<file path="src/rtl/dgj_pkg.sv">
// ============================================================================
// dgj_pkg
// Shared types, constants and arithmetic helpers for the DH Jacobian block.
// ============================================================================
package dgj_pkg;

    localparam int MAX_JOINTS_DEF = 16;

    localparam logic signed [31:0] Q_ONE     = 32'sd65536;
    localparam logic signed [19:0] Q_PI      = 20'sd205887;
    localparam logic signed [19:0] Q_HALF_PI = 20'sd102944;
    localparam logic signed [19:0] Q_TWO_PI  = 20'sd411775;
    localparam logic signed [33:0] CORDIC_GAIN = 34'sd652032874;
    localparam int CORDIC_STEPS = 16;

    typedef struct packed {
        logic signed [31:0] joint_value;
        logic signed [31:0] link_length;
        logic signed [31:0] link_twist;
        logic signed [31:0] link_offset;
        logic signed [31:0] joint_angle;
        logic signed [31:0] joint_zero_offset;
        logic               revolute;
        logic               last_joint;
    } t_in_item;

    typedef struct packed {
        logic signed [31:0] lin_x;
        logic signed [31:0] lin_y;
        logic signed [31:0] lin_z;
        logic signed [31:0] ang_x;
        logic signed [31:0] ang_y;
        logic signed [31:0] ang_z;
        logic [3:0]         column_index;
        logic               last_column;
    } t_out_item;

    // A joint after the front end has resolved which DH term the joint value moves.
    typedef struct packed {
        logic signed [33:0] turn;
        logic signed [31:0] twist;
        logic signed [31:0] len;
        logic signed [31:0] depth;
        logic               rev;
        logic               fin;
    } t_job;

    typedef struct packed {
        logic signed [31:0] sin_v;
        logic signed [31:0] cos_v;
    } t_sc;

    typedef struct packed {
        logic busy;
        logic valid;
    } t_cor_stat;

    typedef enum logic [2:0] {
        C_IDLE, C_RED, C_FOLD, C_ROT, C_FIN
    } t_cor_state;

    typedef enum logic [3:0] {
        B_IDLE, B_TRIG, B_MUL, B_ACC, B_UPDATE, B_RD, B_RDW, B_EMIT
    } t_back_state;

    typedef enum logic [1:0] {
        M_LINK, M_PROD, M_COL
    } t_mode;

    function automatic logic signed [31:0] sat32(input logic signed [63:0] v);
        if (v > 64'sd2147483647) begin
            return 32'sh7fffffff;
        end else if (v < -64'sd2147483648) begin
            return 32'sh80000000;
        end
        return v[31:0];
    endfunction

    // Q16.16 product rounding: add one half and shift with floor.
    function automatic logic signed [47:0] qround(input logic signed [63:0] p);
        logic signed [63:0] t;
        t = (p + 64'sd32768) >>> 16;
        return t[47:0];
    endfunction

    function automatic logic signed [19:0] atan_q(input logic [3:0] k);
        case (k)
            4'd0:    return 20'sd51472;
            4'd1:    return 20'sd30386;
            4'd2:    return 20'sd16055;
            4'd3:    return 20'sd8150;
            4'd4:    return 20'sd4091;
            4'd5:    return 20'sd2047;
            4'd6:    return 20'sd1024;
            4'd7:    return 20'sd512;
            4'd8:    return 20'sd256;
            4'd9:    return 20'sd128;
            4'd10:   return 20'sd64;
            4'd11:   return 20'sd32;
            4'd12:   return 20'sd16;
            4'd13:   return 20'sd8;
            4'd14:   return 20'sd4;
            default: return 20'sd2;
        endcase
    endfunction

endpackage

</file>
<file path="src/rtl/dgj_cordic.sv">
// ============================================================================
// dgj_cordic
// Iterative sine and cosine: range reduction, quadrant fold, 16 rotations.
// ============================================================================
module dgj_cordic import dgj_pkg::*; (
    input  logic               i_clk,
    input  logic               i_rst_n,
    input  logic               i_start,
    input  logic signed [33:0] i_angle,
    output t_cor_stat          o_stat,
    output t_sc                o_sc
);
    t_cor_state         r_state;
    t_cor_state         n_state;
    logic [35:0]        r_z;
    logic signed [19:0] r_za;
    logic signed [33:0] r_x;
    logic signed [33:0] r_y;
    logic [3:0]         r_k;
    logic               r_flip;
    logic               r_valid;
    logic [35:0]        s_sub;
    logic signed [19:0] s_zr;
    logic signed [19:0] s_zf;
    logic               s_flip;
    logic signed [33:0] s_xr;
    logic signed [33:0] s_yr;

    always_ff @(posedge i_clk) begin
        if (!i_rst_n) begin
            r_state <= C_IDLE;
        end else begin
            r_state <= n_state;
        end
    end

    always_comb begin
        n_state = r_state;
        case (r_state)
            C_IDLE: if (i_start) n_state = C_RED;
            C_RED:  if (r_k == 4'd0) n_state = C_FOLD;
            C_FOLD: n_state = C_ROT;
            C_ROT:  if (r_k == 4'(CORDIC_STEPS - 1)) n_state = C_FIN;
            C_FIN:  n_state = C_IDLE;
            default: n_state = C_IDLE;
        endcase
    end

    always_comb begin
        s_sub  = 36'(Q_TWO_PI) << r_k;
        s_zr   = r_z[19:0];
        if (s_zr > Q_PI) begin
            s_zr = s_zr - Q_TWO_PI;
        end
        s_zf   = s_zr;
        s_flip = 1'b0;
        if (s_zr > Q_HALF_PI) begin
            s_zf   = s_zr - Q_PI;
            s_flip = 1'b1;
        end else if (s_zr < -Q_HALF_PI) begin
            s_zf   = s_zr + Q_PI;
            s_flip = 1'b1;
        end
        s_xr = (r_x + 34'sd8192) >>> 14;
        s_yr = (r_y + 34'sd8192) >>> 14;
    end

    always_ff @(posedge i_clk) begin
        case (r_state)
            C_IDLE: begin
                if (i_start) begin
                    // Adding a multiple of 2pi makes the angle positive.
                    r_z <= (i_angle < 0) ? 36'(i_angle) + (36'(Q_TWO_PI) << 15)
                                         : 36'(i_angle);
                    r_k <= 4'd15;
                end
            end
            C_RED: begin
                if (r_z >= s_sub) begin
                    r_z <= r_z - s_sub;
                end
                r_k <= r_k - 4'd1;
            end
            C_FOLD: begin
                r_za   <= s_zf;
                r_flip <= s_flip;
                r_x    <= CORDIC_GAIN;
                r_y    <= '0;
                r_k    <= 4'd0;
            end
            C_ROT: begin
                if (r_za >= 0) begin
                    r_x  <= r_x - (r_y >>> r_k);
                    r_y  <= r_y + (r_x >>> r_k);
                    r_za <= r_za - atan_q(r_k);
                end else begin
                    r_x  <= r_x + (r_y >>> r_k);
                    r_y  <= r_y - (r_x >>> r_k);
                    r_za <= r_za + atan_q(r_k);
                end
                r_k <= r_k + 4'd1;
            end
            C_FIN: begin
                o_sc.cos_v <= r_flip ? -s_xr[31:0] : s_xr[31:0];
                o_sc.sin_v <= r_flip ? -s_yr[31:0] : s_yr[31:0];
            end
            default: begin
            end
        endcase
        if (!i_rst_n) begin
            r_valid <= 1'b0;
        end else if (r_state == C_IDLE && i_start) begin
            r_valid <= 1'b0;
        end else if (r_state == C_FIN) begin
            r_valid <= 1'b1;
        end
    end

    assign o_stat.busy  = (r_state != C_IDLE);
    assign o_stat.valid = r_valid;
endmodule

</file>
<file path="config.mk">
export PLATFORM = sky130hd
export DESIGN_NAME = dgj_cordic
export DESIGN_NICKNAME = d
export VERILOG_FILES = /design/src/rtl/dgj_pkg.sv /design/src/rtl/dgj_cordic.sv
export SDC_FILE = /design/constraint.sdc
export NUM_CORES = 1
export LEC_CHECK = 0
export BUFFER_PORTS_ARGS = -buffer_cell sky130_fd_sc_hd__buf_4
export CORE_MARGIN = 2
export CORE_UTILIZATION = 55
export DETAILED_ROUTE_END_ITERATION = 6
export PLACE_DENSITY = 0.72
export SKIP_CTS_REPAIR_TIMING = 1
export SYNTH_ARGS = -nofsm -noshare
export SYNTH_HDL_FRONTEND = slang
export SYNTH_SLANG_ARGS = --single-unit
</file>
<file path="constraint.sdc">
create_clock -name i_clk -period 11.8 [get_ports i_clk]
set_clock_uncertainty 0.1 [all_clocks]
set_input_delay 1.18 -clock i_clk [delete_from_list [all_inputs] [get_ports i_clk]]
set_output_delay 1.18 -clock i_clk [all_outputs]
set_load 0.02 [all_outputs]
</file>
After elaboration in Yosys (flattened, before gate mapping)
Memory sizes are Yosys's and may differ from the RTL's. A register that Yosys moved wholly into a read port is not among the register bits.
Index checks and enable logic that the tools add are counted.
{"block": "totals", "ff_bits": 197, "elab_cells": 87, "mem_count": 2, "rom_bits": 512, "input_bits": 37, "output_inout_bits": 66}
{"memory": "(name not given)", "words": 16, "word_bits": 16, "read_ports": 1, "rd_ports_with_merged_regs": 1, "write_ports": 0, "line": "dgj_pkg.sv:87", "rtl": "case (k)"}
{"memory": "(name not given)", "words": 16, "word_bits": 16, "read_ports": 1, "rd_ports_with_merged_regs": 1, "write_ports": 0, "line": "dgj_pkg.sv:87"}
{"block": "op_classes", "order_cmp": 6, "n_bitwise": 1, "n_mux": 28, "shifts": 3, "eq_ne": 9, "reduce_logical": 11, "add_sub_neg": 17}
{"operator": "$mux 20", "count": 8}
{"operator": "$pmux 34 s2", "count": 2}
{"operator": "$mux 36", "count": 3}
{"operator": "$pmux 36 s2", "count": 1}
{"operator": "$add 34x15->34 const B", "count": 2}
{"operator": "$add 34x34->34", "count": 2}
{"operator": "$mux 34", "count": 2}
{"operator": "$sshr 34x4->34", "count": 2}
{"operator": "$sub 34x34->34", "count": 2}
{"operator": "$mux 32", "count": 2}
{"operator": "$neg 32->32", "count": 2}
{"operator": "$pmux 20 s2", "count": 1}
{"operator": "$add 34x35->36 const B", "count": 1}
{"operator": "$ge 36x36->1", "count": 1}
{"operator": "$shl 19x4->36 const A", "count": 1}
{"operator": "$sub 36x36->36", "count": 1}
{"operator": "$lt 34x1->1 const B", "count": 1}
{"operator": "$add 20x19->20 const B", "count": 1}
{"operator": "$add 20x20->20", "count": 1}
{"operator": "$ge 20x1->1 const B", "count": 1}
{"operator": "$gt 20x18->1 const B", "count": 1}
{"operator": "$gt 20x19->1 const B", "count": 1}
{"operator": "$lt 20x18->1 const B", "count": 1}
{"operator": "$sub 20x19->20 const B", "count": 1}
{"operator": "24 further kinds", "count": 34}

Longest topological paths before layout
{"block": "depth", "ltp_word": 6, "depth_mapped": 27, "ltp_nobuf": 23}

Least setup slack after synthesis
OpenSTA, ideal clock, no wires.
{"block": "synth_path", "kind": "reg2reg", "from": "register r_state[1]", "to": "register (tool-made name)", "setup_time_ns": 0.136, "period_less_slack_ns": 7.773, "t_arrival_ns": 7.537, "path_buffers": 4, "stages_incl_launch_ff": 17, "slack_ns": 4.027, "t_required_ns": 11.564, "cell_sequence": "dfxtp_1 clkbuf_1 nor2b_1 nand2_1 clkbuf_1 buf_1 ha_1 a21o_1 a21oi_1 xnor2_1 nand2_1 xnor2_1 nand2b_1 o21a_1 buf_1 mux2i_1 o22ai_1"}
{"item": "from (decl)", "line": "dgj_cordic.sv:13", "rtl": "t_cor_state r_state;"}
{"item": "from (signal assigned)", "line": "dgj_cordic.sv:33", "rtl": "r_state <= n_state;"}

Worst setup path after layout
{"block": "layout_path", "from": "register r_k[0]", "to": "register r_y[32] (data pin)"}
{"block": "layout_between", "elab_chain_len": 4, "word_cells_on_any_way": 5, "cone_classes": "add/sub: 2; shift: 1; mux: 2"}
{"item": "from (decl)", "line": "dgj_cordic.sv:19", "rtl": "logic [3:0] r_k;"}
{"item": "from (signal assigned)", "line": "dgj_cordic.sv:82", "rtl": "r_k <= r_k - 4'd1;"}
{"item": "from (signal assigned)", "line": "dgj_cordic.sv:101", "rtl": "r_k <= r_k + 4'd1;"}
{"item": "$sshr 34x4->34 *", "line": "dgj_cordic.sv:94, dgj_cordic.sv:98"}
{"item": "$sub 34x34->34 / $add 34x34->34 (equally long branches)", "line": "dgj_cordic.sv:98, dgj_cordic.sv:94"}
{"item": "$mux 34 *", "line": "dgj_cordic.sv:92", "rtl": "if (r_za >= 0) begin"}
{"item": "$pmux 34 s2 *", "line": "dgj_cordic.sv:69", "rtl": "case (r_state)"}
{"item": "to (signal assigned)", "line": "dgj_cordic.sv:94", "rtl": "r_y <= r_y + (r_x >>> r_k);"}
{"item": "to (signal assigned)", "line": "dgj_cordic.sv:98", "rtl": "r_y <= r_y - (r_x >>> r_k);"}
{"item": "to (decl)", "line": "dgj_cordic.sv:18", "rtl": "logic signed [33:0] r_y;"}
Every way passes the cells marked *; elsewhere a longest branch is shown, timed or not.
A chain may end at the register's enable or synchronous reset.

==> impl_metrics.ini <==
[logic_synthesis]
synth.avg_cell_area_um2 = 8.79
async_reset_ff_frac = 0
yosys.area.top_type = edfxtp_1
synth_seq_cells = 213
netlist.area_leader.share = 0.249
synthTopCellsByArea = edfxtp_1 25%, ha_1 7.7%, xnor2_1 6.5%, xor2_1 5.0%, mux4_2 4.9%
synthFlopType = edfxtp_1
yosys_warnings = 0
yosysMostFrequentCell = nand2_1
synth_cell_types = 105
synth_commonest_cells = 267 x nand2_1, 232 x nor2_1, 215 x o21ai_0, 194 x a21oi_1, 193 x edfxtp_1
ys_seq_area_frac = 0.266
syn-num-nets = 2834
syn-cell-area_um2 = 23300
synth_cells = 2648
synth-edff-count = 193

[final_layout]
final_layout_size_suffix_gt1_frac = 0.120
finalInstanceArea_um2 = 25100
fillCellCount = 3586
finalNetCount = 2837
synthToLayoutAreaGrowth_pct = 7.80
diodes = 0
fin_cells = 3210
finish.utilization = 0.600
seq_area_um2 = 6200
multi_input_area_um2 = 16200

[clock_network]
htree_levels = 1
cts_buffers = 26
path_clk_slew_ns = 0.06
clockBufferDepth = 3
cts.sinks = 213
clk_latency_ns = 0.57
cts_tree = done
root_buffer = clkbuf_16

[drt]
routed_wl_um = 63400
drtIter0Drc = 1755
firstDrtPassIters = 6
drc_errors = 0
ant_nets = 0
avgViaCountPerCell = 6.45
wl_per_cell_um = 19.7
vias = 20700

[setup_path]
crit_path_start = r_k[0]
endpoint_kind = flip-flop
cp.arrival_ns = 7.49
worstPathRequired_ns = 12.00
critPathMaxStageDelay_ns = 0.85
critical_path_class = reg -> reg
worstReg2RegStart = r_k[0]
crit_family = simple AND/OR/NAND/NOR gates
critPathLaunchType = flip-flop
crit_path_top_delay_cell = buf_4
critPathBufInv = 1
critPathMaxFanout = 69
crit_chain = buf_4, mux4_1, mux4_2, or4_4, nor2b_4, nand3_2, nor3b_2, nand2_1, o21ai_0, xor2_1, ha_1, nand2_1, or4_1, a311oi_1, nor3_1, o31ai_1, o2111ai_1, a31oi_1, nor2_1, xor2_1, nor2_1

[die]
dieArea_um2 = 44000
die_h_um = 210
dieWidth_um = 210
ios = 103
floorplan.rows = 75
core_area_um2 = 41900
initial_utilization = 0.556

[place]
dp.final_hpwl_um = 46800
place.gp.congestion = 0.977
dpl-instance-area_um2 = 24200
dp_worst_setup_slack_ns = 4.54
place_inst = 3162
io_buffers = 102

[power]
max-vdd-ir-drop_v = 0.000210
leakage_nw = 9.74
finalPower_mw = 5.61
p_per_area_nw_per_um2 = 224

[sta]
setup_viol = 0
tightestPinTransition_ns = 1.08
maxSlewViolCount = 0
whs_ns = 0.499
final_hold_viol_count = 0
fmax_ghz = 0.137
max_slew_margin = 0.275
final.setup.worst_slack_ns = 4.51
rsz0062_at_grt = false
fin_tns_setup_ns = 0
fin_crit_sh = 0.618
min_period_ns = 7.29

[global_route]
grt_max_degree = 90
grt_antenna_before_repair = 0
grt_pass1_wl_um = 102000
gr-usage-all-layers = 0.283
grt_pass1_vias = 20000
grt_overflow_total = 0

[worst_hold_path]
min_from = r_valid
holdCritPathClass = reg -> reg

[run_status]
status = completed

[job]
cap_violations = 0
sequential cells by signal, summed over array words and instances, names as in the netlist, named ones only:
signal / count
o_sc: 64
r_flip: 1
r_k: 4
r_state: 3
r_valid: 1
r_x: 34
r_y: 34
r_z: 36
r_za: 20
worst paths after layout:
path,slack (ns),depth (start not counted),to
worst max-delay path,4.51,21,r_y[32]
worst max register to register,4.51,21,r_y[32]
worst min register to register,0.50,2,r_valid
worst min-delay path,0.50,2,r_valid
power by group:
group / total [mW] / leakage [nW] / switching (mW) / internal (mW)
logic: 3.61 / 7.36 / 2.10 / 1.50
registers: 1.17 / 1.94 / 0.178 / 0.993
clock network: 0.832 / 0.439 / 0.347 / 0.484
routing by layer:
layer | wire [µm] | global-route usage | vias to the layer above
met4 | 2260 | 0.110 | 0
met5 | 0 | 0 | -
met1 | 26100 | 0.362 | 9876
met3 | 4190 | 0.0334 | 163
li1 | - | - | 9839
met2 | 30800 | 0.492 | 830
cell families (layout without fill, tap and decap cells):
logic type | Yosys count | count (layout) | share of synthesized area
DFF | 213 | 213 | 0.266
and+or+nand+nor | 877 | 877 | 0.186
buffers and inverters | 221 | 244 | 0.0411
AOI/OAI and AO/OA | 714 | 714 | 0.192
adders and majority gates | 149 | 149 | 0.0817
xor gates and xnor gates | 307 | 307 | 0.116
muxes | 167 | 167 | 0.117
cells in the final DEF (no fill, tap or decap), types with 14 or more instances in the layout:
| cell | n |
|---|---|
| o21ai_0 | 215 |
| and3_1 | 29 |
| o21a_1 | 20 |
| nor2_1 | 232 |
| mux2i_1 | 53 |
| nand3_1 | 72 |
| a31oi_1 | 32 |
| or3_1 | 22 |
| nand2b_1 | 49 |
| dfxtp_1 | 20 |
| nor2b_1 | 23 |
| inv_1 | 71 |
| ha_1 | 144 |
| a21oi_1 | 194 |
| o31ai_1 | 32 |
| mux2_2 | 38 |
| xor2_1 | 134 |
| mux4_2 | 51 |
| nand4_1 | 26 |
| a211oi_1 | 23 |
| a21o_1 | 56 |
| edfxtp_1 | 193 |
| and2_1 | 14 |
| clkbuf_16 | 28 |
| xnor2_1 | 173 |
| mux4_1 | 20 |
| nand2_1 | 266 |
| buf_4 | 119 |
| or2_2 | 14 |
| nor3_1 | 51 |
tightest hold or removal path, cell delays in order, from the launching register on:
cell,delay (ns)
dfxtp_1,0.35
o21ai_0,0.17
a21oi_1,0.04
cell type report:
class,count,area share
repair buffers,119,0.0356
multi-input cells,2214,0.644
clock inverters,16,0.00633
flip-flops and latches,213,0.247
well taps,539,0.0269
clock buffers,32,0.0289
inverters,77,0.0115
No activity file was read; power rests on OpenSTA's default activity.
