==> config.mk <==
export PLATFORM = sky130hd
export DESIGN_NAME = dgj_front
export DESIGN_NICKNAME = d
export VERILOG_FILES = /design/src/rtl/dgj_pkg.sv /design/src/rtl/dgj_front.sv
export SDC_FILE = /design/constraint.sdc
export NUM_CORES = 1
export LEC_CHECK = 0
export BUFFER_PORTS_ARGS = -buffer_cell sky130_fd_sc_hd__buf_2
export CAP_MARGIN = 5
export CORE_MARGIN = 2
export CORE_UTILIZATION = 56
export DETAILED_ROUTE_END_ITERATION = 10
export PLACE_DENSITY_LB_ADDON = 0.2
export SLEW_MARGIN = 30
export SYNTH_ARGS = -nofsm -noshare
export SYNTH_HDL_FRONTEND = slang
export SYNTH_SLANG_ARGS = --single-unit
==> constraint.sdc <==
create_clock -name i_clk -period 8.8 [get_ports i_clk]
set_clock_uncertainty 0.2 [all_clocks]
set_input_delay 0.88 -clock i_clk [delete_from_list [all_inputs] [get_ports i_clk]]
set_output_delay 0.88 -clock i_clk [all_outputs]
set_load 0.03 [all_outputs]
==> src/rtl/dgj_pkg.sv <==
// ============================================================================
// dgj_pkg
// Shared types, constants and arithmetic helpers for the DH Jacobian block.
// ============================================================================
package dgj_pkg;

    localparam int MAX_JOINTS_DEF = 16;

    localparam logic signed [31:0] Q_ONE     = 32'sd65536;
    localparam logic signed [19:0] Q_PI      = 20'sd205887;
    localparam logic signed [19:0] Q_HALF_PI = 20'sd102944;
    localparam logic signed [19:0] Q_TWO_PI  = 20'sd411775;
    localparam logic signed [33:0] CORDIC_GAIN = 34'sd652032874;
    localparam int CORDIC_STEPS = 16;

    typedef struct packed {
        logic signed [31:0] joint_value;
        logic signed [31:0] link_length;
        logic signed [31:0] link_twist;
        logic signed [31:0] link_offset;
        logic signed [31:0] joint_angle;
        logic signed [31:0] joint_zero_offset;
        logic               revolute;
        logic               last_joint;
    } t_in_item;

    typedef struct packed {
        logic signed [31:0] lin_x;
        logic signed [31:0] lin_y;
        logic signed [31:0] lin_z;
        logic signed [31:0] ang_x;
        logic signed [31:0] ang_y;
        logic signed [31:0] ang_z;
        logic [3:0]         column_index;
        logic               last_column;
    } t_out_item;

    // A joint after the front end has resolved which DH term the joint value moves.
    typedef struct packed {
        logic signed [33:0] turn;
        logic signed [31:0] twist;
        logic signed [31:0] len;
        logic signed [31:0] depth;
        logic               rev;
        logic               fin;
    } t_job;

    typedef struct packed {
        logic signed [31:0] sin_v;
        logic signed [31:0] cos_v;
    } t_sc;

    typedef struct packed {
        logic busy;
        logic valid;
    } t_cor_stat;

    typedef enum logic [2:0] {
        C_IDLE, C_RED, C_FOLD, C_ROT, C_FIN
    } t_cor_state;

    typedef enum logic [3:0] {
        B_IDLE, B_TRIG, B_MUL, B_ACC, B_UPDATE, B_RD, B_RDW, B_EMIT
    } t_back_state;

    typedef enum logic [1:0] {
        M_LINK, M_PROD, M_COL
    } t_mode;

    function automatic logic signed [31:0] sat32(input logic signed [63:0] v);
        if (v > 64'sd2147483647) begin
            return 32'sh7fffffff;
        end else if (v < -64'sd2147483648) begin
            return 32'sh80000000;
        end
        return v[31:0];
    endfunction

    // Q16.16 product rounding: add one half and shift with floor.
    function automatic logic signed [47:0] qround(input logic signed [63:0] p);
        logic signed [63:0] t;
        t = (p + 64'sd32768) >>> 16;
        return t[47:0];
    endfunction

    function automatic logic signed [19:0] atan_q(input logic [3:0] k);
        case (k)
            4'd0:    return 20'sd51472;
            4'd1:    return 20'sd30386;
            4'd2:    return 20'sd16055;
            4'd3:    return 20'sd8150;
            4'd4:    return 20'sd4091;
            4'd5:    return 20'sd2047;
            4'd6:    return 20'sd1024;
            4'd7:    return 20'sd512;
            4'd8:    return 20'sd256;
            4'd9:    return 20'sd128;
            4'd10:   return 20'sd64;
            4'd11:   return 20'sd32;
            4'd12:   return 20'sd16;
            4'd13:   return 20'sd8;
            4'd14:   return 20'sd4;
            default: return 20'sd2;
        endcase
    endfunction

endpackage

==> src/rtl/dgj_front.sv <==
// ============================================================================
// dgj_front
// Accepts joints, resolves the varying DH term and queues them for the back end.
// ============================================================================
module dgj_front import dgj_pkg::*; (
    input  logic     i_clk,
    input  logic     i_rst_n,
    input  logic     push,
    output logic     full,
    input  t_in_item i_item,
    output logic     o_job_valid,
    output t_job     o_job,
    input  logic     i_job_pop
);
    localparam int QD = 2;

    t_job       r_q [QD];
    logic       r_wp;
    logic       r_rp;
    logic [1:0] r_cnt;
    t_job       s_job;
    logic       s_wr;

    // A revolute joint moves the angle, a prismatic one the offset.
    always_comb begin
        s_job.turn  = 34'(i_item.joint_angle);
        s_job.depth = i_item.link_offset;
        if (i_item.revolute) begin
            s_job.turn = 34'(i_item.joint_angle) + 34'(i_item.joint_value)
                       + 34'(i_item.joint_zero_offset);
        end else begin
            s_job.depth = sat32(64'(i_item.link_offset) + 64'(i_item.joint_value)
                              + 64'(i_item.joint_zero_offset));
        end
        s_job.twist = i_item.link_twist;
        s_job.len   = i_item.link_length;
        s_job.rev   = i_item.revolute;
        s_job.fin   = i_item.last_joint;
    end

    assign full        = (r_cnt == 2'(QD));
    assign s_wr        = push && !full;
    assign o_job_valid = (r_cnt != 2'd0);
    assign o_job       = r_q[r_rp];

    always_ff @(posedge i_clk) begin
        if (s_wr) begin
            r_q[r_wp] <= s_job;
        end
        if (!i_rst_n) begin
            r_wp  <= 1'b0;
            r_rp  <= 1'b0;
            r_cnt <= 2'd0;
        end else begin
            if (s_wr) begin
                r_wp <= ~r_wp;
            end
            if (i_job_pop) begin
                r_rp <= ~r_rp;
            end
            r_cnt <= r_cnt + 2'(s_wr) - 2'(i_job_pop);
        end
    end
endmodule

---- Word level (Yosys, flattened, before mapping) ----
Memories as Yosys holds them, arrays and structs flattened. A register that Yosys moved wholly into a read port is not among the register bits.
Index checks and enable logic that the tools add are counted.
Widths: inputs -> output; s select.
storage, ports and cells
  bits in registers ....................... 4
  RAM bits ................................ 264
  memories ................................ 1
cells by class
  add/subtract/negate cells ............... 6
  magnitude comparators ................... 2
  equality and inequality tests ........... 1
  muxes and demuxes ....................... 12
  bitwise logic cells ..................... 2
  reductions and logical operators ........ 3
memory list
  name  depth  bits a word  read ports  clocked after memory_dff  write ports  RTL line         source
  r_q   2      132          1           1                         1            dgj_front.sv:17  t_job r_q [QD];
operator list
  kind                  number
  $mux 32               4
  $add 33x32->34        2
  $add 32x32->33        2
  $gt 34x32->1 const B  1
  $lt 34x32->1 const B  1
  $mux 34               1
  $mux 1                7
  $add 2x1->2           1
  $eq 2x2->1 const B    1
  $not 1->1             2
  $reduce_bool 2->1     1
  $sub 2x1->2           1
  $logic_and 1x1->1     1
  $logic_not 1->1       1

---- Depth between registers and ports, before layout ----
Gate-level depths: netlist of the first run.
  depth in word-level cells ............... 8
  mapped depth ............................ 15

---- Worst setup path before layout of the first run ----
OpenSTA, ideal clock, no wires.
  path kind ............................... input to register
  start point ............................. in push
  end point ............................... mem r_q[0][0] (netlist name), enable pin
  library setup time ...................... 626 ps
  arrival ................................. 6465 ps
  data required time ...................... 7974 ps
  setup slack ............................. 1509 ps
  stages .................................. 2
  buffers on the path ..................... 0
  path through ............................ nand2_1 > nor2_1
on the way
  longest elaborated chain between the ends .. 3
ends and longest elaborated chain
  element                       RTL line         source
  start, declared               dgj_front.sv:8   input logic push,
  $logic_and 1x1->1             dgj_front.sv:42  assign s_wr = push && !full;
  $mux 1                        dgj_front.sv:47  if (s_wr) begin
  $mux 1 (not written as such)  dgj_front.sv:48  r_q[r_wp] <= s_job;
  end, declared                 dgj_front.sv:17
No other way between the ends.

==> results of run 1 <==
metal layers:
metal | vias up | routed length (um)
li1 | 4864 | -
met1 | 5069 | 16000
met2 | 408 | 17200
met3 | 59 | 2790
met4 | 2 | 938
met5 | - | 13
layout make-up:
type                            count  area [sq um]  share of cell area (%)
Antenna cell                        7          17.5                  0.0959
Clock buffer                       36           752                    4.12
Clock inverter                     18           199                    1.09
Inverter                           27           101                   0.555
Multi-Input combinational cell    745          7020                    38.4
Sequential cell                   269          8030                    44.0
Tap cell                          341           427                    2.34
Timing Repair Buffer              337          1720                    9.43
how the worst max path moves through the flow:
stage | slack (ns) | end | cells past startpoint | startpoint
CTS | 4.23 | r_q[0][26] | 13 | i_item[3]
finish | 4.17 | r_q[1][2] | 13 | i_item[3]
global route | 4.05 | r_q[1][12] | 13 | i_item[3]
detailed placement | 3.69 | r_q[1][2] | 13 | i_item[3]
floorplan | 1.51 | r_q[0][0] | 2 | push
global placement | 3.72 | r_q[0][17] | 13 | i_item[3]
per-stage QoR:
| stage | hold slack, ns | utilization (%) | instance area (sq um) | power, mW |
|---|---|---|---|---|
| 2_1_floorplan | 0.342 | - | 15300 | 2.99 |
| 3_3_place_gp | 0.362 | 64.1 | 17300 | 3.38 |
| 3_5_place_dp | 0.379 | 64.2 | 17300 | 3.41 |
| 4_1_cts | 0.299 | 67.7 | 18200 | 4.63 |
| 5_1_grt | 0.306 | 67.8 | 18300 | 4.83 |
| 6_report | 0.325 | 67.8 | 18300 | 4.61 |
cells by family after synthesis:
logic type	Yosys count	share of synthesized area, %
XOR/XNOR	46	2.63
AND/OR/NAND/NOR	156	4.97
buffers and inverters	66	1.97
AO/OA/AOI/OAI	257	12.8
flip-flops	269	52.4
adder cells (fa/ha/maj)	132	14.0
multiplexers	154	11.3
layout by cell type, fill, tap and decap left out, drive strengths merged, types with 11 or more instances in the layout:
cell,n
buf,337
edfxtp,264
mux2,150
fa,66
ha,66
a21oi,66
nand2,53
o21ai,42
clkbuf,36
nor2,35
xnor2,34
a221o,32
a21o,31
inv,31
xor2,12
nand3,12
a211oi,12
o211ai,11
power by group:
part | leakage (nW) | internal (mW) | switching (mW)
Combinational | 4.19 | 0.611 | 1.04
Clock | 0.459 | 0.724 | 0.489
Sequential | 2.50 | 1.70 | 0.0489
registers in the layout, indices dropped and copies added (netlist names), named ones only:
name and flops:
r_cnt 2, r_q 264, r_rp 1, r_wp 1
==> impl_metrics.yaml, run 1 <==
worst_hold_path:
  hp-class: "input port to flip-flop"
  worstHoldEndpoint: "r_q[0][97]"
  worstHoldPathCells: 1
  min_from: "i_item[129]"
logic_synthesis:
  syn_area_sq_um: 15300
  syn-num-nets: 1410
  synthFlopType: "edfxtp_1"
  async_flop_share_pct: 0
  synth_edf_count: 264
  ys_types: 75
  netlist_instances: 1080
  synth.area.top_cells: "edfxtp_1, mux2_2, fa_1"
  synthTopCellsByCount: "edfxtp_1, mux2_2, fa_1, ha_1, a21oi_1"
  postSynthAreaPerCell_sq_um: 14.2
  ys.warnings.count: 0
  ys_seq_area_share_pct: 52.4
  synth_area_leader_cell: "edfxtp_1"
  yosysTopAreaCellShare_pct: 51.7
  yosys_register_bits: 269
  synth_most_common_cell: "edfxtp_1"
clocking:
  tritoncts: "built"
  cts_resized: 0
  insertion_delay_ns: 0.54
  htree_levels: 1
  clk_pin_slew_worst_paths_ns: 0.06
  cts_buffer_depth: 3
  ctsHoldBuffers: 0
  cts.sinks: 269
  cts_buffers: 29
  cts_setup_buffers: 0
  cts_root_buf: "clkbuf_16"
pwr:
  powerDensity_nw_per_um2: 252
  leakagePower_nw: 7.15
  peakVddDrop_uv: 173
timing:
  fin_setup_tns_ns: 0
  hold_violations: 0
  min_period_over_period_pct: 52.6
  relSlewSlack_pct: 32.9
  rsz0062_at_grt: "false"
  period_needed_ns: 4.63
  slew_viol_final: 0
  worst_slew_pin_slew_ns: 1.00
  setup_viol: 0
  max_freq_mhz: 216
  worst_slack_ns: 4.17
global_routing:
  met3_usage_pct: 3.73
  antenna_found_initial: 8
  grt_pass1_wl_mm: 55.9
  grt_max_degree: 76
  grt_overflow: 0
  track_usage_pct: 25.1
  use_met1_pct: 35.2
  gr-usage-met2_pct: 41.0
  grt_pass1_vias: 10472
  top_usage_layer: "met2"
setup_path:
  crit_path_cell_trace: "buf_2, fa_1, ha_1, fa_1, a211oi_1, o211ai_2, nand3_2, a21oi_2, o311a_1, a311oi_2, a21oi_2, nor2_4, a221o_1"
  crit_path_end_kind: "flip-flop"
  rr_endpoint: "r_q[1][71]"
  worst-setup-path-type: "input port to flip-flop"
  critical_path.max_stage_delay_ns: 0.76
  slowest_stage: "nor2_4"
  crit_required_ns: 8.99
  r2r_slack_ns: 6.16
  critPathMaxFanout: 31
  cp_num_buf_inv: 1
  r2r_start: "r_cnt[0]"
  arrival_ns: 4.82
  r2r_cells: 3
  path_delay_family: "compound AO/OA/AOI/OAI gates"
  startpoint_type: "input port"
floorplanning:
  placementRows: 60
  pin_count: 332
  dieArea_sq_um: 28700
  die_h_um: 169
  die_width_um: 169
  core_sq_um: 27000
  start_util_pct: 56.9
routing:
  dr.pass1.iters: 7
  vias: 10402
  drc_errors: 0
  wl_mm: 36.9
  dr.first_iter.drc_count: 753
  drtAntennaViolNets: 0
  viasPerCell: 5.84
  routedWlPerCell_um: 20.8
place:
  hpwlAfterDp_mm: 27.2
  port-buffer-count: 331
  placed_cells: 1719
  dp_slack_ns: 3.69
  gp_congestion: 0.932
run_status:
  status: "finished, final reports clean"
final_layout:
  fillerInstances: 1958
  drive_gt1_share_pct: 39.7
  final_nets: 1739
  area_growth_pct: 19.1
  final_cells: 1780
run:
  drv_cap: 0
Power figures use the tool's default switching activity.
==> run 2, diff against run 1 <==
- clock period: 8.8 -> 4.3 ns (I/O delays scaled with it)
==> impl_metrics.yaml, run 2 (synthesized netlist as in run 1, its figures left out) <==
run_status:
  status: "finished, final reports clean"
floorplanning:
  core_sq_um: 27000
  placementRows: 60
  die_width_um: 169
  die_h_um: 169
  start_util_pct: 56.9
  pin_count: 332
  dieArea_sq_um: 28700
clocking:
  htree_levels: 1
  tritoncts: "built"
  cts_buffers: 29
  cts_buffer_depth: 3
  cts_root_buf: "clkbuf_16"
  insertion_delay_ns: 0.54
  cts.sinks: 269
  clk_pin_slew_worst_paths_ns: 0.06
  cts_resized: 0
routing:
  wl_met1_mm: 16.6
  drc_errors: 0
  viasPerCell: 5.83
  top_layer_used: "met4"
  dr.first_iter.drc_count: 807
  dr.pass1.iters: 5
  vias: 10902
  routedWlPerCell_um: 20.9
  drtAntennaViolNets: 0
  wl_met2_mm: 18.6
  wl_mm: 39.2
  wl_met3_mm: 2.86
final_layout:
  regMostFlops: "r_q"
  drive_gt1_share_pct: 39.4
  mostFrequentLayoutCells: "buf_2, edfxtp_1, mux2_2"
  final_nets: 1835
  area_growth_pct: 24.4
  largest_reg_flops: 264
  reg_top3: "r_q x264, r_cnt x2"
  final_core_util_pct: 70.8
  mostFrequentLayoutCell: "buf_2"
  final_cells: 1870
  fin_area_sq_um: 19100
timing:
  rsz0062_at_grt: "false"
  fin_setup_tns_ns: 0
  hold_violations: 0
  setup_viol: 0
  worst_slew_pin_slew_ns: 0.982
  max_freq_mhz: 245
  worst_slack_ns: 0.219
  period_needed_ns: 4.08
  min_period_over_period_pct: 94.9
  slew_viol_final: 0
  timing.hold.ws_ns: 0.0505
  relSlewSlack_pct: 34.4
place:
  gp_congestion: 0.984
  dpl_cell_area_sq_um: 17600
  dp_slack_ns: -0.249
  placed_cells: 1749
  port-buffer-count: 331
  hpwlAfterDp_mm: 27.8
pwr:
  power.total_mw: 9.34
  leakagePower_nw: 7.52
  peakVddDrop_uv: 366
  powerDensity_nw_per_um2: 490
global_routing:
  grt_pass1_vias: 11010
  grt_max_degree: 72
  grt_overflow: 0
  track_usage_pct: 26.6
  antenna_found_initial: 6
  grt_pass1_wl_mm: 59.1
setup_path:
  crit_path_end_kind: "flip-flop"
  critPathMaxFanout: 31
  r2r_cells: 4
  worst-setup-path-type: "input port to flip-flop"
  r2r_start: "r_cnt[0]"
  crit_required_ns: 4.49
  critPathLaunch: "i_item[3]"
  arrival_ns: 4.27
  startpoint_type: "input port"
run:
  drv_cap: 0
worst_hold_path:
  min_from: "i_job_pop"
  worstHoldPathCells: 3
  hp-class: "input port to flip-flop"
## run 2: cell count changes in the layout (fill, tap and decap cells not counted), sizes merged
cell	delta
clkinv	+1
clkinvlp	+3
bufinv	-4
inv	-3
buf	+30
clkbuf	-3
dlygate4sd3	+66
## run 2: where the power goes
part	switching (mW)	total [mW]	leakage, nW	internal (mW)
clock network	0.972	2.21	0.406	1.24
logic	2.19	3.56	4.62	1.37
registers	0.104	3.57	2.50	3.47
total	3.26	9.34	7.52	6.08
## run 2: cell type report
cell class / instances / area, sq um
sequential: 269 / 8030
inverter: 27 / 101
timing repair buffer: 433 / 2640
clock inverter: 15 / 92.6
multi-input combinational: 745 / 7020
clock buffer: 33 / 751
antenna: 7 / 17.5
fill: 1828 / 7880
tap: 341 / 427
## run 2: path summary, 6_finish.rpt
kind / to / slack, ns
worst max register to register: r_q[0][27] / 1.92
worst min register to register: flip-flop / 0.37
worst max-delay path: r_q[0][9] / 0.22
worst min-delay path: flip-flop / 0.05
## run 2: metal layers
layer / track usage, % / vias up
li1: - / 5048
met1: 35.9 / 5321
met2: 44.6 / 465
met3: 4.31 / 68
met4: 8.36 / 0
met5: 0 / -
## run 2: what timing repair did
action / 4_1_cts / 5_1_grt
buffers inserted: 0 / 0
endpoints found under the hold margin: 135 / 0
hold buffers: 66 / 0
## run 2: critical path, stage by stage
cell and delay, ns:
buf_2 0.13, fa_1 0.48, ha_1 0.26, fa_1 0.41, a211oi_1 0.29, buf_4 0.16, o211ai_2 0.12, nand3_2 0.12
a21oi_2 0.07, o311a_1 0.32, a311oi_2 0.28, a21oi_2 0.12, nor2_4 0.75, a221o_1 0.33
==> run 3, diff against run 2 <==
- ABC_AREA: not set -> 1
==> impl_metrics.yaml, run 3 <==
run_status:
  status: "finished, final reports clean"
setup_path:
  cp_num_buf_inv: 2
  crit_required_ns: 4.48
  crit_path_cell_trace: "buf_2, fa_1, ha_1, fa_1, nand3_1, nand3_2, nand2_1, nand2_1, nand2_1, nand2_2, nand2_2, nand3_1, nand2_2, inv_2, nand2_4, nand2_1, a21oi_2"
  critical_path.max_stage_delay_ns: 0.47
  r2r_slack_ns: 2.05
  crit_path_end: "r_q[0][22]"
  worstSetupPathDepth: 17
  startpoint_type: "input port"
  critPathLaunch: "i_item[3]"
  r2r_cells: 3
  rr_endpoint: "r_q[1][29]"
  timing.critical_path.mode_cell: "nand2_1"
  critPathMaxFanout: 31
  worst-setup-path-type: "input port to flip-flop"
  crit_path_end_kind: "flip-flop"
  r2r_start: "r_cnt[0]"
  arrival_ns: 3.40
  slowest_stage: "fa_1"
  path_delay_family: "simple AND/OR/NAND/NOR gates"
timing:
  relSlewSlack_pct: 36.6
  timing.hold.ws_ns: 0.0317
  worst_slew_pin_slew_ns: 0.940
  fin_setup_tns_ns: 0
  rsz0062_at_grt: "false"
  max_freq_mhz: 311
  min_period_over_period_pct: 74.9
  slew_viol_final: 0
  period_needed_ns: 3.22
  hold_violations: 0
  worst_slack_ns: 1.08
  setup_viol: 0
final_layout:
  seqCellArea_sq_um: 8030
  final_nets: 2198
  mostFrequentLayoutCell: "buf_2"
  mostFrequentLayoutCells: "buf_2, nand2_1, edfxtp_1"
  drive_gt1_share_pct: 30.7
  final_cells: 2273
  regMostFlops: "r_q"
  largest_reg_flops: 264
  reg_top3: "r_q x264, r_cnt x2"
  multi_input_area_sq_um: 7350
  area_growth_pct: 23.0
  fillerInstances: 2095
logic_synthesis:
  yosys_register_bits: 269
  synth_area_leader_cell: "edfxtp_1"
  synthFlopType: "edfxtp_1"
  ys_types: 40
  syn-num-nets: 1791
  synth_most_common_cell: "nand2_1"
  netlist_instances: 1461
  synthSimpleGateAreaFrac_pct: 14.4
  synth.area.top_cells: "edfxtp_1, mux2_2, fa_1"
  yosysTopAreaCellShare_pct: 49.5
  synth_compound_area_share_pct: 6.88
  ys.warnings.count: 0
  post_synth_xor_area_fraction_pct: 1.92
  yosys-mux-area-fraction_pct: 9.29
  synth_edf_count: 264
  async_flop_share_pct: 0
  postSynthAreaPerCell_sq_um: 11.0
  syn_area_sq_um: 16000
  synthTopCellsByCount: "nand2_1, edfxtp_1, mux2_2"
  synth_top_family_by_area: "simple AND/OR/NAND/NOR gates"
  synth_adder_area_share_pct: 13.4
  ys_seq_area_share_pct: 50.2
global_routing:
  grt_pass1_wl_mm: 65.6
  track_usage_pct: 27.8
  grt_max_degree: 57
  top_usage_layer: "met2"
  grt_overflow: 0
  use_met1_pct: 36.6
  grt_pass1_vias: 12428
  antenna_found_initial: 7
  gr-usage-met2_pct: 47.8
  met3_usage_pct: 3.83
clocking:
  cts_root_buf: "clkbuf_16"
  htree_levels: 1
  cts_buffers: 27
  cts.sinks: 269
  clk_pin_slew_worst_paths_ns: 0.06
  tritoncts: "built"
  cts_buffer_depth: 3
  cts_resized: 0
  insertion_delay_ns: 0.54
  cts_setup_buffers: 0
floorplanning:
  die_width_um: 173
  pin_count: 332
  placementRows: 61
  core_sq_um: 27900
  die_h_um: 173
  start_util_pct: 57.3
  dieArea_sq_um: 29900
routing:
  wl_mm: 42.4
  viasPerCell: 5.40
  dr.pass1.iters: 5
  drc_errors: 0
  vias: 12267
  dr.first_iter.drc_count: 897
  routedWlPerCell_um: 18.7
  drtAntennaViolNets: 0
run:
  drv_cap: 0
pwr:
  power.total_mw: 9.03
  leakagePower_nw: 8.32
  peakVddDrop_uv: 370
  powerDensity_nw_per_um2: 459
place:
  port-buffer-count: 331
  hpwlAfterDp_mm: 32.0
  dp_slack_ns: 0.571
  gp_congestion: 0.942
  placed_cells: 2150
worst_hold_path:
  hp-class: "input port to flip-flop"
[run 3: logic make-up after synthesis]
| family | Yosys count |
|---|---|
| AO/OA/AOI/OAI | 182 |
| XOR/XNOR | 35 |
| adder cells (fa/ha/maj) | 132 |
| buffers and inverters | 157 |
| flip-flops | 269 |
| multiplexers | 132 |
| AND/OR/NAND/NOR | 554 |
[run 3: power by group]
group / total, mW / internal [mW] / switching, mW
logic: 3.22 / 1.10 / 2.12
registers: 3.41 / 3.33 / 0.0821
clock network: 2.39 / 1.45 / 0.946
[run 3: layout make-up]
class | instances | area share, %
flip-flops and latches | 269 | 40.8
multi-input cells | 1035 | 37.4
repair buffers | 409 | 12.4
clock buffers | 32 | 3.53
inverters | 126 | 2.40
well taps | 378 | 2.40
clock inverters | 17 | 1.07
diodes | 7 | 0.0890
[run 3: worst min path at each step]
stage | start | end | slack, ns | cells after the start
after floorplan | r_rp | flip-flop | 0.26 | 2
after global placement | r_rp | r_rp | 0.28 | 2
after detailed placement | r_rp | flip-flop | 0.29 | 2
after CTS | i_item[34] | r_q[0][98] | 0.008 | 3
after global routing | i_item[38] | r_q[0][102] | 0.06 | 3
final | i_item[63] | r_q[0][127] | 0.03 | 3
[run 3: through the flow]
stage,utilization (%),instance area [sq um]
after detailed placement,64.8,18100
after floorplan,-,16000
after global routing,70.5,19700
final,70.5,19700
after CTS,70.4,19700
after global placement,64.8,18100
[run 3: timing repair]
| action | CTS | global route |
|---|---|---|
| setup endpoints to repair | 0 | 0 |
| hold endpoints to repair | 135 | 0 |
| hold buffers | 67 | 0 |
[run 3: routing by layer]
layer  wire (um)  part of all wire, %
met3        2950                  7.0
met5           0                    0
met1       17700                   42
met2       20500                   48
met4        1250                  3.0
[run 3: worst min-delay path, cell delays in order]
cell and delay, ns:
buf_2 0.10, nand2_1 0.05, nand2_1 0.07
